[config.mk]
export PLATFORM = sky130hd
export DESIGN_NAME = nvram_write_back_manager
export DESIGN_NICKNAME = d
export VERILOG_FILES = /design/src/design/nvwb_pkg.sv /design/src/design/nvwb_ctrl.sv /design/src/design/nvwb_datapath.sv /design/src/design/nvram_write_back_manager.sv
export SDC_FILE = /design/constraint.sdc
export NUM_CORES = 1
export LEC_CHECK = 0
export BUFFER_PORTS_ARGS = -buffer_cell sky130_fd_sc_hd__clkbuf_2
export CAP_MARGIN = 20
export CORE_ASPECT_RATIO = 1.2
export CORE_MARGIN = 5
export CORE_UTILIZATION = 57
export DETAILED_ROUTE_END_ITERATION = 8
export PLACE_DENSITY = 0.73
export SYNTH_ARGS = -nofsm -noshare
export SYNTH_HDL_FRONTEND = slang
export SYNTH_SLANG_ARGS = --single-unit
[constraint.sdc]
create_clock -name clock -period 7.5 [get_ports clock]
set_input_delay 1.5 -clock clock [delete_from_list [all_inputs] [get_ports clock]]
set_output_delay 1.5 -clock clock [all_outputs]
set_load 0.02 [all_outputs]
[src/design/nvwb_pkg.sv]
`timescale 1ns / 1ps
// nvwb_pkg: shared constants, codes and types for the NVRAM write-back manager.
// Used by nvwb_ctrl, nvwb_datapath and nvram_write_back_manager; no dependencies.
package nvwb_pkg;

   localparam int MAX_BLOCKS = 8;
   localparam int BLK_W      = 3;                       // block id field width
   localparam int NUM_IDS    = 2 ** BLK_W;
   localparam int MGD_LIMIT  = (MAX_BLOCKS < NUM_IDS) ? MAX_BLOCKS : NUM_IDS;
   localparam int CNT_W      = 4;                       // managed count / dirty count
   localparam int STAT_W     = 32;
   localparam int NUM_STATS  = 6;
   localparam int CSR_W      = 8;

   // request opcodes
   localparam logic [2:0] OP_WRITE       = 3'd0;
   localparam logic [2:0] OP_TICK        = 3'd1;
   localparam logic [2:0] OP_FLUSH_ALL   = 3'd2;
   localparam logic [2:0] OP_FLUSH_ONE   = 3'd3;
   localparam logic [2:0] OP_RESTORE     = 3'd4;
   localparam logic [2:0] OP_COMMIT_DONE = 3'd5;
   localparam logic [2:0] OP_LOAD_DONE   = 3'd6;
   localparam logic [2:0] OP_QUERY       = 3'd7;

   // block status codes
   localparam logic [2:0] ST_OK       = 3'd0;
   localparam logic [2:0] ST_NOT_OK   = 3'd1;
   localparam logic [2:0] ST_SKIPPED  = 3'd2;
   localparam logic [2:0] ST_PENDING  = 3'd3;
   localparam logic [2:0] ST_DEFAULTS = 3'd4;

   // load outcomes
   localparam logic [1:0] LD_OK        = 2'd0;
   localparam logic [1:0] LD_MEDIA_CRC = 2'd2;          // this and above: integrity failure

   // result kinds
   localparam logic KIND_REPLY  = 1'b0;
   localparam logic KIND_COMMIT = 1'b1;

   // statistics counter indexes
   localparam int CNT_WRITES    = 0;
   localparam int CNT_SKIPPED   = 1;
   localparam int CNT_READS     = 2;
   localparam int CNT_INTEGRITY = 3;
   localparam int CNT_DEFAULTS  = 4;
   localparam int CNT_WFAIL     = 5;

   // configuration register indexes
   localparam logic CSR_BLOCKS_IN_USE  = 1'b0;
   localparam logic CSR_IMMEDIATE_MASK = 1'b1;
   localparam logic [CNT_W-1:0] BLOCKS_RESET = 4'd5;
   localparam logic [CSR_W-1:0] IMM_RESET    = 8'd9;

   // controller to datapath commands
   localparam logic [2:0] CMD_NONE        = 3'd0;
   localparam logic [2:0] CMD_CAPTURE     = 3'd1;
   localparam logic [2:0] CMD_SINGLE      = 3'd2;
   localparam logic [2:0] CMD_IDLE_OK     = 3'd3;
   localparam logic [2:0] CMD_TICK_START  = 3'd4;
   localparam logic [2:0] CMD_TICK_STEP   = 3'd5;
   localparam logic [2:0] CMD_FLUSH_START = 3'd6;
   localparam logic [2:0] CMD_FLUSH_STEP  = 3'd7;

   typedef logic [2:0] cmd_type;

   typedef struct packed {
      logic       slot_free;   // output register can take a result this cycle
      logic [2:0] op;          // opcode of the captured request
      logic       any_dirty;   // some managed block is dirty
      logic       scan_done;   // tick scan visited every managed block
      logic       scan_hit;    // block under the tick cursor is dirty
      logic       flush_hit;   // block under the flush index is dirty
      logic       flush_last;  // no dirty managed block above the flush index
   } dp_status_type;

endpackage

[src/design/nvwb_ctrl.sv]
`timescale 1ns / 1ps
// nvwb_ctrl: request sequencer for the NVRAM write-back manager.
// Depends on nvwb_pkg; drives commands into nvwb_datapath.
module nvwb_ctrl (
   input  logic                   clock,
   input  logic                   reset,
   input  logic                   req_valid,
   output logic                   req_ready,
   input  nvwb_pkg::dp_status_type sts,
   output nvwb_pkg::cmd_type      cmd
);

   localparam logic [1:0] S_IDLE   = 2'd0;
   localparam logic [1:0] S_DECODE = 2'd1;
   localparam logic [1:0] S_SCAN   = 2'd2;
   localparam logic [1:0] S_FLUSH  = 2'd3;

   logic [1:0] state_ff, state_in;

   assign req_ready = (state_ff == S_IDLE);

   always_comb begin
      state_in = state_ff;
      cmd      = nvwb_pkg::CMD_NONE;
      unique case (state_ff)
         S_IDLE: begin
            if (req_valid) begin
               cmd      = nvwb_pkg::CMD_CAPTURE;
               state_in = S_DECODE;
            end
         end
         S_DECODE: begin
            if (sts.op == nvwb_pkg::OP_TICK) begin
               cmd      = nvwb_pkg::CMD_TICK_START;
               state_in = S_SCAN;
            end else if (sts.op == nvwb_pkg::OP_FLUSH_ALL) begin
               if (sts.any_dirty) begin
                  cmd      = nvwb_pkg::CMD_FLUSH_START;
                  state_in = S_FLUSH;
               end else if (sts.slot_free) begin
                  cmd      = nvwb_pkg::CMD_IDLE_OK;
                  state_in = S_IDLE;
               end
            end else if (sts.slot_free) begin
               cmd      = nvwb_pkg::CMD_SINGLE;
               state_in = S_IDLE;
            end
         end
         S_SCAN: begin
            if (sts.slot_free) begin
               if (sts.scan_done) begin
                  cmd      = nvwb_pkg::CMD_IDLE_OK;
                  state_in = S_IDLE;
               end else begin
                  cmd = nvwb_pkg::CMD_TICK_STEP;
                  if (sts.scan_hit) state_in = S_IDLE;
               end
            end
         end
         S_FLUSH: begin
            if (sts.slot_free) begin
               cmd = nvwb_pkg::CMD_FLUSH_STEP;
               if (sts.flush_hit && sts.flush_last) state_in = S_IDLE;
            end
         end
         default: state_in = S_IDLE;
      endcase
   end

   always_ff @(posedge clock) begin
      if (reset) begin
         state_ff <= S_IDLE;
      end else begin
         state_ff <= state_in;
      end
   end

endmodule

[src/design/nvwb_datapath.sv]
`timescale 1ns / 1ps
// nvwb_datapath: block marks, statistics counters, config registers and result register.
// Depends on nvwb_pkg; commanded by nvwb_ctrl.
module nvwb_datapath (
   input  logic                          clock,
   input  logic                          reset,
   input  nvwb_pkg::cmd_type             cmd,
   output nvwb_pkg::dp_status_type       sts,
   input  logic                          csr_we,
   input  logic                          csr_index,
   input  logic [nvwb_pkg::CSR_W-1:0]    csr_wdata,
   input  logic [2:0]                    req_op,
   input  logic [nvwb_pkg::BLK_W-1:0]    req_block_id,
   input  logic                          req_same_as_last,
   input  logic                          req_commit_ok,
   input  logic [1:0]                    req_load_status,
   input  logic [2:0]                    req_stat_select,
   output logic                          rsp_valid,
   input  logic                          rsp_ready,
   output logic                          rsp_result_kind,
   output logic [nvwb_pkg::BLK_W-1:0]    rsp_out_block,
   output logic [2:0]                    rsp_status_code,
   output logic                          rsp_accepted,
   output logic [nvwb_pkg::CNT_W-1:0]    rsp_dirty_count,
   output logic [nvwb_pkg::STAT_W-1:0]   rsp_stat_value,
   output logic                          rsp_last
);

   localparam int N  = nvwb_pkg::NUM_IDS;
   localparam int BW = nvwb_pkg::BLK_W;
   localparam int CW = nvwb_pkg::CNT_W;
   localparam int SW = nvwb_pkg::STAT_W;
   localparam int NS = nvwb_pkg::NUM_STATS;

   // configuration
   logic [CW-1:0]             blocks_ff, blocks_in;
   logic [nvwb_pkg::CSR_W-1:0] imm_ff, imm_in;

   // captured request
   logic [2:0]    op_ff, op_in;
   logic [BW-1:0] id_ff, id_in;
   logic          same_ff, same_in;
   logic          cok_ff, cok_in;
   logic [1:0]    lst_ff, lst_in;
   logic [2:0]    sel_ff, sel_in;

   // block marks and scan state
   logic [N-1:0]  dirty_ff, dirty_in;
   logic [N-1:0]  wv_ff, wv_in;
   logic [2:0]    bstat_ff [N];
   logic [2:0]    bstat_in [N];
   logic [BW-1:0] cursor_ff, cursor_in;
   logic [CW-1:0] step_ff, step_in;
   logic [BW-1:0] fidx_ff, fidx_in;

   logic [SW-1:0] stat_ff [NS];
   logic [SW-1:0] stat_in [NS];
   logic [NS-1:0] bump;

   // result register
   logic          rv_ff, rv_in;
   logic          kind_ff, kind_in;
   logic [BW-1:0] blk_ff, blk_in;
   logic [2:0]    code_ff, code_in;
   logic          acc_ff, acc_in;
   logic [CW-1:0] dcnt_ff, dcnt_in;
   logic [SW-1:0] val_ff, val_in;
   logic          last_ff, last_in;

   logic [CW-1:0] n_mgd;
   logic [N-1:0]  mmask, dirty_m, above;
   logic          id_valid, slot_free, load;
   logic [SW-1:0] sel_val;
   logic [BW-1:0] cursor_nxt;

   assign n_mgd = (blocks_ff > CW'(nvwb_pkg::MGD_LIMIT)) ? CW'(nvwb_pkg::MGD_LIMIT) : blocks_ff;

   always_comb begin
      for (int i = 0; i < N; i++) begin
         mmask[i] = (CW'(i) < n_mgd);
         above[i] = (BW'(i) > fidx_ff);
      end
   end

   assign dirty_m   = dirty_ff & mmask;
   assign id_valid  = ({1'b0, id_ff} < n_mgd);
   assign slot_free = !rv_ff || rsp_ready;
   assign sel_val   = ({1'b0, sel_ff} < 4'(NS)) ? stat_ff[sel_ff] : '0;
   // wrap the round-robin cursor at the managed count
   assign cursor_nxt = ({1'b0, cursor_ff} + 4'd1 < n_mgd) ? cursor_ff + BW'(1) : '0;

   assign sts.slot_free  = slot_free;
   assign sts.op         = op_ff;
   assign sts.any_dirty  = |dirty_m;
   assign sts.scan_done  = (step_ff == n_mgd);
   assign sts.scan_hit   = dirty_ff[cursor_ff];
   assign sts.flush_hit  = dirty_m[fidx_ff];
   assign sts.flush_last = ~|(dirty_m & above);

   always_comb begin
      blocks_in = blocks_ff;
      imm_in    = imm_ff;
      if (csr_we) begin
         unique case (csr_index)
            nvwb_pkg::CSR_BLOCKS_IN_USE:  blocks_in = csr_wdata[CW-1:0];
            nvwb_pkg::CSR_IMMEDIATE_MASK: imm_in    = csr_wdata;
            default: ;
         endcase
      end
   end

   always_comb begin
      op_in     = op_ff;
      id_in     = id_ff;
      same_in   = same_ff;
      cok_in    = cok_ff;
      lst_in    = lst_ff;
      sel_in    = sel_ff;
      dirty_in  = dirty_ff;
      wv_in     = wv_ff;
      bstat_in  = bstat_ff;
      cursor_in = cursor_ff;
      step_in   = step_ff;
      fidx_in   = fidx_ff;
      bump      = '0;
      load      = 1'b0;
      kind_in   = nvwb_pkg::KIND_REPLY;
      blk_in    = id_ff;
      code_in   = nvwb_pkg::ST_OK;
      acc_in    = 1'b1;
      val_in    = '0;
      last_in   = 1'b1;

      unique case (cmd)
         nvwb_pkg::CMD_NONE: ;
         nvwb_pkg::CMD_CAPTURE: begin
            op_in   = req_op;
            id_in   = req_block_id;
            same_in = req_same_as_last;
            cok_in  = req_commit_ok;
            lst_in  = req_load_status;
            sel_in  = req_stat_select;
         end
         nvwb_pkg::CMD_SINGLE: begin
            load = 1'b1;
            if (!id_valid) begin
               code_in = nvwb_pkg::ST_NOT_OK;
               acc_in  = 1'b0;
               if (op_ff == nvwb_pkg::OP_QUERY) val_in = sel_val;
            end else begin
               unique case (op_ff)
                  nvwb_pkg::OP_WRITE: begin
                     if (wv_ff[id_ff] && same_ff) begin
                        dirty_in[id_ff] = 1'b0;
                        bstat_in[id_ff] = nvwb_pkg::ST_SKIPPED;
                        bump[nvwb_pkg::CNT_SKIPPED] = 1'b1;
                        code_in = nvwb_pkg::ST_SKIPPED;
                     end else if (imm_ff[id_ff]) begin
                        bstat_in[id_ff] = nvwb_pkg::ST_PENDING;
                        kind_in = nvwb_pkg::KIND_COMMIT;
                        code_in = nvwb_pkg::ST_PENDING;
                     end else begin
                        dirty_in[id_ff] = 1'b1;
                        bstat_in[id_ff] = nvwb_pkg::ST_PENDING;
                        code_in = nvwb_pkg::ST_PENDING;
                     end
                  end
                  nvwb_pkg::OP_FLUSH_ONE: begin
                     if (dirty_ff[id_ff]) begin
                        kind_in = nvwb_pkg::KIND_COMMIT;
                        code_in = nvwb_pkg::ST_PENDING;
                     end
                  end
                  nvwb_pkg::OP_RESTORE: begin
                     dirty_in[id_ff] = 1'b1;
                     bstat_in[id_ff] = nvwb_pkg::ST_PENDING;
                     code_in = nvwb_pkg::ST_PENDING;
                  end
                  nvwb_pkg::OP_COMMIT_DONE: begin
                     if (cok_ff) begin
                        wv_in[id_ff]    = 1'b1;
                        dirty_in[id_ff] = 1'b0;
                        bstat_in[id_ff] = nvwb_pkg::ST_OK;
                        bump[nvwb_pkg::CNT_WRITES] = 1'b1;
                        code_in = nvwb_pkg::ST_OK;
                     end else begin
                        bstat_in[id_ff] = nvwb_pkg::ST_NOT_OK;
                        bump[nvwb_pkg::CNT_WFAIL] = 1'b1;
                        code_in = nvwb_pkg::ST_NOT_OK;
                     end
                  end
                  nvwb_pkg::OP_LOAD_DONE: begin
                     if (lst_ff == nvwb_pkg::LD_OK) begin
                        wv_in[id_ff]    = 1'b1;
                        bstat_in[id_ff] = nvwb_pkg::ST_OK;
                        bump[nvwb_pkg::CNT_READS] = 1'b1;
                        code_in = nvwb_pkg::ST_OK;
                     end else begin
                        // fallback to defaults; CRC failures also count as integrity
                        wv_in[id_ff]    = 1'b0;
                        bstat_in[id_ff] = nvwb_pkg::ST_DEFAULTS;
                        bump[nvwb_pkg::CNT_DEFAULTS]  = 1'b1;
                        bump[nvwb_pkg::CNT_INTEGRITY] = (lst_ff >= nvwb_pkg::LD_MEDIA_CRC);
                        code_in = nvwb_pkg::ST_DEFAULTS;
                     end
                  end
                  nvwb_pkg::OP_QUERY: begin
                     code_in = bstat_ff[id_ff];
                     val_in  = sel_val;
                  end
                  default: ;   // tick and flush-all never take this path
               endcase
            end
         end
         nvwb_pkg::CMD_IDLE_OK: begin
            load   = 1'b1;
            blk_in = '0;
         end
         nvwb_pkg::CMD_TICK_START: begin
            step_in   = '0;
            cursor_in = ({1'b0, cursor_ff} >= n_mgd) ? '0 : cursor_ff;
         end
         nvwb_pkg::CMD_TICK_STEP: begin
            step_in   = step_ff + CW'(1);
            cursor_in = cursor_nxt;
            if (dirty_ff[cursor_ff]) begin
               load    = 1'b1;
               kind_in = nvwb_pkg::KIND_COMMIT;
               blk_in  = cursor_ff;
               code_in = nvwb_pkg::ST_PENDING;
            end
         end
         nvwb_pkg::CMD_FLUSH_START: begin
            fidx_in = '0;
         end
         nvwb_pkg::CMD_FLUSH_STEP: begin
            fidx_in = fidx_ff + BW'(1);
            if (dirty_m[fidx_ff]) begin
               load    = 1'b1;
               kind_in = nvwb_pkg::KIND_COMMIT;
               blk_in  = fidx_ff;
               code_in = nvwb_pkg::ST_PENDING;
               last_in = sts.flush_last;
            end
         end
         default: ;
      endcase

      dcnt_in = CW'($countones(dirty_in & mmask));
   end

   always_comb begin
      for (int k = 0; k < NS; k++) begin
         stat_in[k] = (bump[k] && (stat_ff[k] != '1)) ? stat_ff[k] + SW'(1) : stat_ff[k];
      end
   end

   assign rv_in = load ? 1'b1 : (rsp_ready ? 1'b0 : rv_ff);

   always_ff @(posedge clock) begin
      if (reset) begin
         blocks_ff <= nvwb_pkg::BLOCKS_RESET;
         imm_ff    <= nvwb_pkg::IMM_RESET;
         dirty_ff  <= '0;
         wv_ff     <= '0;
         for (int i = 0; i < N; i++) bstat_ff[i] <= nvwb_pkg::ST_NOT_OK;
         for (int k = 0; k < NS; k++) stat_ff[k] <= '0;
         cursor_ff <= '0;
         step_ff   <= '0;
         fidx_ff   <= '0;
         rv_ff     <= 1'b0;
      end else begin
         blocks_ff <= blocks_in;
         imm_ff    <= imm_in;
         dirty_ff  <= dirty_in;
         wv_ff     <= wv_in;
         bstat_ff  <= bstat_in;
         stat_ff   <= stat_in;
         cursor_ff <= cursor_in;
         step_ff   <= step_in;
         fidx_ff   <= fidx_in;
         rv_ff     <= rv_in;
      end
   end

   always_ff @(posedge clock) begin
      op_ff   <= op_in;
      id_ff   <= id_in;
      same_ff <= same_in;
      cok_ff  <= cok_in;
      lst_ff  <= lst_in;
      sel_ff  <= sel_in;
      if (load) begin
         kind_ff <= kind_in;
         blk_ff  <= blk_in;
         code_ff <= code_in;
         acc_ff  <= acc_in;
         dcnt_ff <= dcnt_in;
         val_ff  <= val_in;
         last_ff <= last_in;
      end
   end

   assign rsp_valid       = rv_ff;
   assign rsp_result_kind = kind_ff;
   assign rsp_out_block   = blk_ff;
   assign rsp_status_code = code_ff;
   assign rsp_accepted    = acc_ff;
   assign rsp_dirty_count = dcnt_ff;
   assign rsp_stat_value  = val_ff;
   assign rsp_last        = last_ff;

endmodule

[src/design/nvram_write_back_manager.sv]
`timescale 1ns / 1ps
// nvram_write_back_manager: top level of the NVRAM write-back manager.
// Depends on nvwb_pkg, nvwb_ctrl and nvwb_datapath.
//
//   channel  direction  handshake              payload
//   req_     in         req_valid / req_ready  op, block_id, same_as_last, commit_ok,
//                                              load_status, stat_select
//   rsp_     out        rsp_valid / rsp_ready  result_kind, out_block, status_code,
//                                              accepted, dirty_count, stat_value, last
//   csr_     in         csr_we                 csr_index, csr_wdata
//
// One request at a time. A single-result request is captured, then executed into the
// result register. A tick walks one block per cycle from the round-robin cursor and
// stops at the first dirty block or after every managed block. Flush-all walks one
// block per cycle up to the last dirty block. A full result register stalls
// the sequencer until rsp_ready.
// Synchronous active-high reset; marks, counters and config return to reset values.
module nvram_write_back_manager (
   input  logic                         clock,
   input  logic                         reset,
   input  logic                         req_valid,
   output logic                         req_ready,
   input  logic [2:0]                   req_op,
   input  logic [nvwb_pkg::BLK_W-1:0]   req_block_id,
   input  logic                         req_same_as_last,
   input  logic                         req_commit_ok,
   input  logic [1:0]                   req_load_status,
   input  logic [2:0]                   req_stat_select,
   output logic                         rsp_valid,
   input  logic                         rsp_ready,
   output logic                         rsp_result_kind,
   output logic [nvwb_pkg::BLK_W-1:0]   rsp_out_block,
   output logic [2:0]                   rsp_status_code,
   output logic                         rsp_accepted,
   output logic [nvwb_pkg::CNT_W-1:0]   rsp_dirty_count,
   output logic [nvwb_pkg::STAT_W-1:0]  rsp_stat_value,
   output logic                         rsp_last,
   input  logic                         csr_we,
   input  logic                         csr_index,
   input  logic [nvwb_pkg::CSR_W-1:0]   csr_wdata
);

   nvwb_pkg::cmd_type       cmd;
   nvwb_pkg::dp_status_type sts;

   nvwb_ctrl u_ctrl (
      .clock     (clock),
      .reset     (reset),
      .req_valid (req_valid),
      .req_ready (req_ready),
      .sts       (sts),
      .cmd       (cmd)
   );

   nvwb_datapath u_dp (
      .clock            (clock),
      .reset            (reset),
      .cmd              (cmd),
      .sts              (sts),
      .csr_we           (csr_we),
      .csr_index        (csr_index),
      .csr_wdata        (csr_wdata),
      .req_op           (req_op),
      .req_block_id     (req_block_id),
      .req_same_as_last (req_same_as_last),
      .req_commit_ok    (req_commit_ok),
      .req_load_status  (req_load_status),
      .req_stat_select  (req_stat_select),
      .rsp_valid        (rsp_valid),
      .rsp_ready        (rsp_ready),
      .rsp_result_kind  (rsp_result_kind),
      .rsp_out_block    (rsp_out_block),
      .rsp_status_code  (rsp_status_code),
      .rsp_accepted     (rsp_accepted),
      .rsp_dirty_count  (rsp_dirty_count),
      .rsp_stat_value   (rsp_stat_value),
      .rsp_last         (rsp_last)
   );

   // a captured request blocks the next one until its last result is loaded
   a_one_at_a_time: assert property (@(posedge clock) disable iff (reset)
      req_valid && req_ready |=> !req_ready)
      else $error("request accepted while another was in progress");

   // the sequencer loads a result only into a free output register
   a_load_slot_free: assert property (@(posedge clock) disable iff (reset)
      (cmd == nvwb_pkg::CMD_SINGLE || cmd == nvwb_pkg::CMD_IDLE_OK) |-> sts.slot_free)
      else $error("result loaded over an unread result");

   // commit commands always carry pending and accepted
   a_commit_form: assert property (@(posedge clock) disable iff (reset)
      rsp_valid && rsp_result_kind |->
         rsp_status_code == nvwb_pkg::ST_PENDING && rsp_accepted)
      else $error("malformed commit command");

   a_dirty_range: assert property (@(posedge clock) disable iff (reset)
      rsp_valid |-> rsp_dirty_count <= 4'(nvwb_pkg::MGD_LIMIT))
      else $error("dirty count above managed limit");

endmodule
==> flow_metrics.env, run 1 <==
export IMPL_placedCellCount=2251
export IMPL_drt_vias_per_instance=6.32
export IMPL_synthCells=1887
export IMPL_grt_max_degree=203
export IMPL_critPathMaxFanout=24
export IMPL_io_buffers=73
export IMPL_grt_usage_pct=27.7
export IMPL_irDropWorstVdd_mv=0.157
export IMPL_postCtsSetupBuffers=0
export IMPL_core_area_sq_mm=0.0294
export IMPL_rr_worst_depth=16
export IMPL_design_area_sq_mm=0.0185
export IMPL_start_util_pct=57.3
export IMPL_yosysWarnings=0
export IMPL_crit_path_end="u_dp.rsp_dirty_count[2]$_DFFE_PP_"
export IMPL_dr_pass1_iters=5
export IMPL_layout_commonest_cell="nor2_1"
export IMPL_cts_tree="yes"
export IMPL_finalSetupViolations=0
export IMPL_drv_cap=0
export IMPL_critPathArrivalTime_ns=5.96
export IMPL_rsz0062_at_grt="false"
export IMPL_die_w_um=167
export IMPL_antenna_found_initial=0
export IMPL_fin_cells=2316
export IMPL_max_freq_mhz=175
export IMPL_grt_first_pass_wirelength_um=74500
export IMPL_clk_pin_slew_worst_paths_ns=0.06
export IMPL_n_fill_cell=2485
export IMPL_syn_area_sq_mm=0.0169
export IMPL_fin_crit_sh_pct=76.1
export IMPL_drive_above_1_share_pct=11.7
export IMPL_ys_types=89
export IMPL_hold_class="reg -> reg"
export IMPL_wirelength_um=47200
export IMPL_gp_congestion=0.931
export IMPL_status="finished, final reports clean"
export IMPL_syn_avg_cell_area_sq_um=8.94
export IMPL_clkLatencyLatePin_ns=0.53
export IMPL_ant_nets=0
export IMPL_die_h_um=198
export IMPL_worstReg2RegEnd="u_dp.rsp_dirty_count[2]$_DFFE_PP_"
export IMPL_h_tree_depth=2
export IMPL_finalHoldViolations=0
export IMPL_synth_edf_count=58
export IMPL_slew_violations=0
export IMPL_async_flop_share_pct=0
export IMPL_grt_pass1_vias=13700
export IMPL_worstSetupStartpointType="flop"
export IMPL_timing_worst_slew_pin_value_ns=1.05
export IMPL_skew_ns=0.0121
export IMPL_worstReg2RegStart="u_dp.blocks_ff[3]$_SDFFE_PP0P_"
export IMPL_ys_ff_latch=315
export IMPL_drt_iter0_markers=1489
export IMPL_relSlewSlack_pct=29.9
export IMPL_die_area_sq_mm=0.0332
export IMPL_ys_seq_area_share_pct=40.8
export IMPL_ctsLongestPathBuffers=3
export IMPL_regArea_sq_mm=0.00689
export IMPL_overflow=0
export IMPL_area_delta_synth_final_pct=9.78
export IMPL_rows=69
export IMPL_crit_required_ns=7.76
export IMPL_critPathKind="reg -> reg"
export IMPL_clkSinkCount=315
export IMPL_leakage_nw=6.38
export IMPL_post_route_drc_count=0
export IMPL_postCtsHoldBufs=0
export IMPL_synth_flop_cell="dfxtp_1"
export IMPL_setup_tns_ns=0
export IMPL_n_antenna_cell=0
export IMPL_cts_resized=0
export IMPL_route_vias_total=14600
export IMPL_syn_nets=1943
export IMPL_cts_made_buffers=34
export IMPL_r2r_slack_ns=1.79
export IMPL_root_buffer="clkbuf_16"
export IMPL_fin_crit_ns=5.71
export IMPL_wire_per_inst_um=20.4
export IMPL_final_cell_mix="273 x nor2_1, 257 x dfxtp_1, 138 x nand2_1, 99 x nand3_1, 97 x a21oi_1"
export IMPL_multi_input_area_sq_mm=0.00938
export IMPL_powerDensity_mw_per_mm2=198
export IMPL_worstSetupStartpoint="u_dp.blocks_ff[3]$_SDFFE_PP0P_"
export IMPL_io_pins=74
export IMPL_final_nets=1957
export IMPL_place_area_sq_mm=0.0174
export IMPL_end_kind="flop"
export IMPL_hpwlAfterDp_um=33800
cells by family (layout without fill, tap and decap cells):
group,count (synthesis),in the layout,synth area share [%]
AND/OR/NAND/NOR,825,825,24.5
AO/OA/AOI/OAI,324,324,12.5
flip-flops,315,315,40.8
buffers and inverters,155,194,3.69
XOR/XNOR,152,152,7.89
multiplexers,85,85,8.13
adder cells (fa/ha/maj),31,31,2.45
per-stage QoR:
step | setup slack [ns] | power [mW] | utilization, % | hold slack (ns)
after global routing | 1.56 | 3.79 | 62.9 | 0.480
after floorplan | 2.19 | 2.00 | - | 0.433
after detailed placement | 1.64 | 2.07 | 59.1 | 0.449
final | 1.79 | 3.67 | 62.9 | 0.456
after CTS | 1.87 | 3.70 | 62.7 | 0.458
after global placement | 1.73 | 2.07 | 59.1 | 0.444
worst max-delay path, stage by stage (launching register included):
cell and delay [ns]:
dfxtp_1 0.83, inv_2 0.25, nand2_1 0.18, ha_1 0.27, a211oi_2 0.37, o21ai_2 0.32, or4_1 0.79, o21a_1 0.25
a31oi_1 0.18, nor2_1 0.07, ha_1 0.29, inv_1 0.05, fa_1 0.43, inv_1 0.09, fa_1 0.42, ha_1 0.22
fa_1 0.43
area by class of cell:
cell class              instances  share of cell area, %
flip-flops and latches        315                   37.2
well taps                     390                   2.63
inverters                      47                  0.952
clock inverters                12                  0.466
multi-input cells            1417                   50.7
clock buffers                  49                   5.28
repair buffers                 86                   2.82
synth_stat cells, types with 5 or more instances:
master,instances,area [sq um]
mux2_2,27,304
ha_1,25,313
mux2i_1,19,190
clkbuf_1,77,289
nand3_1,99,495
o21ai_0,85,425
inv_1,44,165
nor3b_1,7,52.6
a21oi_1,97,485
nand4_1,68,425
nor4_1,16,100
nor2b_1,8,50.1
mux4_2,39,878
and2_1,25,156
nand2b_1,10,62.6
a22oi_1,40,300
nor3_1,42,210
dfxtp_1,257,5140
xor2_1,95,832
a311oi_1,11,96.3
a211oi_1,6,45.0
buf_1,11,41.3
and4_1,28,245
nor2_1,274,1030
o211ai_1,6,45.0
xnor2_1,57,499
edfxtp_1,58,1740
a31oi_1,13,81.3
a221o_1,10,100
buf_2,17,85.1
nand2_1,138,518
and3_1,40,250
a41oi_1,5,43.8
or3_1,39,244
worst min-delay path by stage:
stage                                           to                            from  depth (start not counted)
CTS                 u_dp.bstat_ff[16]$_SDFFE_PP0P_  u_dp.bstat_ff[16]$_SDFFE_PP0P_                          2
floorplan              u_dp.imm_ff[4]$_SDFFE_PP0P_     u_dp.imm_ff[4]$_SDFFE_PP0P_                          2
detailed placement  u_dp.bstat_ff[16]$_SDFFE_PP0P_  u_dp.bstat_ff[16]$_SDFFE_PP0P_                          2
global route        u_dp.bstat_ff[10]$_SDFFE_PP0P_  u_dp.bstat_ff[10]$_SDFFE_PP0P_                          2
global placement    u_dp.bstat_ff[19]$_SDFFE_PP0P_  u_dp.bstat_ff[19]$_SDFFE_PP0P_                          2
finish              u_dp.bstat_ff[16]$_SDFFE_PP0P_  u_dp.bstat_ff[16]$_SDFFE_PP0P_                          2
routing by layer:
| metal | vias up | wire length, um | global-route usage, % |
|---|---|---|---|
| li1 | 6877 | - | - |
| met1 | 7002 | 19200 | 36.6 |
| met2 | 630 | 22200 | 45.8 |
| met3 | 118 | 3750 | 4.43 |
| met4 | 0 | 1980 | 11.3 |
| met5 | - | 0 | 0 |
report_power, final:
group	leakage (nW)	total [mW]	switching (mW)	internal, mW
clock	0.529	1.63	0.686	0.943
sequential	2.61	1.79	0.0349	1.76
combinational	3.24	0.255	0.179	0.0759
sequential cells by signal (all words and copies together) (netlist names), 4 cells and up, named ones only:
signal and count:
u_dp.stat_ff 192, u_dp.rsp_stat_value 32, u_dp.bstat_ff 16, u_dp.dirty_ff 8, u_dp.imm_ff 8, u_dp.blocks_ff 4, u_dp.rsp_dirty_count 4, u_dp.step_ff 4
No activity file was read; power rests on OpenSTA's default activity.
==> run 2, diff against run 1 <==
==> constraint.sdc (replaced) <==
create_clock -name clock -period 5.3 [get_ports clock]
set_input_delay 1.06 -clock clock [delete_from_list [all_inputs] [get_ports clock]]
set_output_delay 1.06 -clock clock [all_outputs]
set_load 0.02 [all_outputs]
==> flow_metrics.env, run 2 (synthesis results as in run 1) <==
export IMPL_setup_tns_ns=0
export IMPL_finalHoldViolations=0
export IMPL_max_freq_mhz=208
export IMPL_n_fill_cell=2492
export IMPL_timing_worst_slew_pin_value_ns=1.06
export IMPL_cts_tree="yes"
export IMPL_layout_commonest_cell="nor2_1"
export IMPL_wire_per_inst_um=20.6
export IMPL_n_antenna_cell=0
export IMPL_ctsLongestPathBuffers=3
export IMPL_start_util_pct=57.3
export IMPL_core_area_sq_mm=0.0294
export IMPL_top_register="u_dp.stat_ff"
export IMPL_route_vias_total=14700
export IMPL_irDropWorstVdd_mv=0.355
export IMPL_final_nets=1975
export IMPL_overflow=0
export IMPL_rr_worst_depth=16
export IMPL_clkLatencyLatePin_ns=0.53
export IMPL_critPathArrivalTime_ns=5.09
export IMPL_area_delta_synth_final_pct=10.9
export IMPL_grt_first_pass_wirelength_um=75400
export IMPL_io_buffers=73
export IMPL_clk_pin_slew_worst_paths_ns=0.06
export IMPL_io_pins=74
export IMPL_cts_made_buffers=35
export IMPL_status="finished, final reports clean"
export IMPL_grt_usage_pct=27.9
export IMPL_clkSinkCount=315
export IMPL_critPathMaxFanout=10
export IMPL_fin_crit_sh_pct=90.9
export IMPL_gp_congestion=0.952
export IMPL_critPathKind="reg -> reg"
export IMPL_h_tree_depth=2
export IMPL_crit_required_ns=5.57
export IMPL_drt_vias_per_instance=6.31
export IMPL_slew_violations=0
export IMPL_cts_resized=0
export IMPL_dr_pass1_iters=6
export IMPL_grt_max_degree=145
export IMPL_die_w_um=167
export IMPL_drv_cap=0
export IMPL_wirelength_um=48000
export IMPL_multi_input_area_sq_mm=0.00938
export IMPL_drt_iter0_markers=1624
export IMPL_die_area_sq_mm=0.0332
export IMPL_crit_chain="inv_2 > nand2_1 > ha_1 > a211oi_2 > o21ai_2 > or4_1 > o21a_1 > a31oi_1 > nor2_1 > ha_1 > inv_1 > fa_1 > inv_1 > fa_1 > ha_1 > fa_1"
export IMPL_place_area_sq_mm=0.0175
export IMPL_drive_above_1_share_pct=12.7
export IMPL_hold_class="reg -> reg"
export IMPL_relSlewSlack_pct=29.5
export IMPL_postCtsHoldBufs=0
export IMPL_post_route_drc_count=0
export IMPL_worstSetupStartpointType="flop"
export IMPL_postCtsSetupBuffers=0
export IMPL_antenna_found_initial=0
export IMPL_max_stage_delay_ns=0.72
export IMPL_rows=69
export IMPL_regArea_sq_mm=0.00689
export IMPL_grt_pass1_vias=13900
export IMPL_fin_crit_ns=4.82
export IMPL_powerDensity_mw_per_mm2=285
export IMPL_final_cell_mix="273 x nor2_1, 257 x dfxtp_1, 138 x nand2_1, 99 x nand3_1, 97 x a21oi_1"
export IMPL_finalSetupViolations=0
export IMPL_critPathSlowestCell="or4_1"
export IMPL_hpwlAfterDp_um=34400
export IMPL_ant_nets=0
export IMPL_root_buffer="clkbuf_16"
export IMPL_hold_path_depth=2
export IMPL_end_kind="flop"
export IMPL_design_area_sq_mm=0.0187
export IMPL_rsz0062_at_grt="false"
export IMPL_largest_reg_flops=192
export IMPL_skew_ns=0.0185
export IMPL_leakage_nw=6.48
export IMPL_die_h_um=198
-- run 2: cell count changes in the layout (fill, tap and decap cells not counted), sizes merged --
cell / before / now
bufinv: 1 / 2
buf: 14 / 31
clkinv: 11 / 16
inv: 47 / 46
clkbuf: 121 / 117
clkinvlp: 0 / 1
-- run 2: path summary, 6_finish.rpt --
kind,startpoint,to,slack (ns)
worst max-delay path,u_dp.blocks_ff[3]$_SDFFE_PP0P_,u_dp.rsp_dirty_count[2]$_DFFE_PP_,0.48
worst min-delay path,u_dp.bstat_ff[13]$_SDFFE_PP0P_,u_dp.bstat_ff[13]$_SDFFE_PP0P_,0.46
worst max register to register,u_dp.blocks_ff[3]$_SDFFE_PP0P_,u_dp.rsp_dirty_count[2]$_DFFE_PP_,0.48
worst min register to register,u_dp.bstat_ff[13]$_SDFFE_PP0P_,u_dp.bstat_ff[13]$_SDFFE_PP0P_,0.46
-- run 2: critical path, delay by kind of cell (launching register included) --
| family | cells | cell delay, ns |
|---|---|---|
| buffers and inverters | 3 | 0.29 |
| and+or+nand+nor | 3 | 0.92 |
| adders and majority gates | 6 | 2.11 |
| AOI/OAI and AO/OA | 4 | 0.93 |
| DFF | 1 | 0.31 |
-- run 2: where the power goes --
part           internal [mW]  leakage [nW]  switching [mW]
clock network           1.40         0.563            1.02
registers               2.48          2.61          0.0292
logic                  0.118          3.31           0.280
-- run 2: routing by layer --
metal	GRT usage [%]	part of all wire, %	vias up
met2	48.0	48	621
met5	0	0	-
met1	35.5	40	7068
li1	-	-	6914
met3	4.57	7.5	129
met4	10.7	4.0	0
-- run 2: area by class of cell --
| class | count | area share [%] |
|---|---|---|
| inverters | 47 | 0.943 |
| flip-flops and latches | 315 | 36.8 |
| clock buffers | 45 | 5.15 |
| well taps | 390 | 2.61 |
| repair buffers | 103 | 3.40 |
| clock inverters | 18 | 0.956 |
| multi-input cells | 1417 | 50.1 |
-- run 2: stage by stage --
step           util (%)  std cells  hold WS [ns]  power [mW]  setup slack [ns]
5_1_grt            63.5       2335         0.478        5.50             0.287
3_3_place_gp       59.5       2270         0.446        2.95             0.416
2_1_floorplan         -       1887         0.433        2.83            0.0395
6_report           63.5       2335         0.461        5.33             0.483
3_5_place_dp       59.5       2270         0.453        2.95             0.370
4_1_cts            63.4       2333         0.461        5.35             0.477
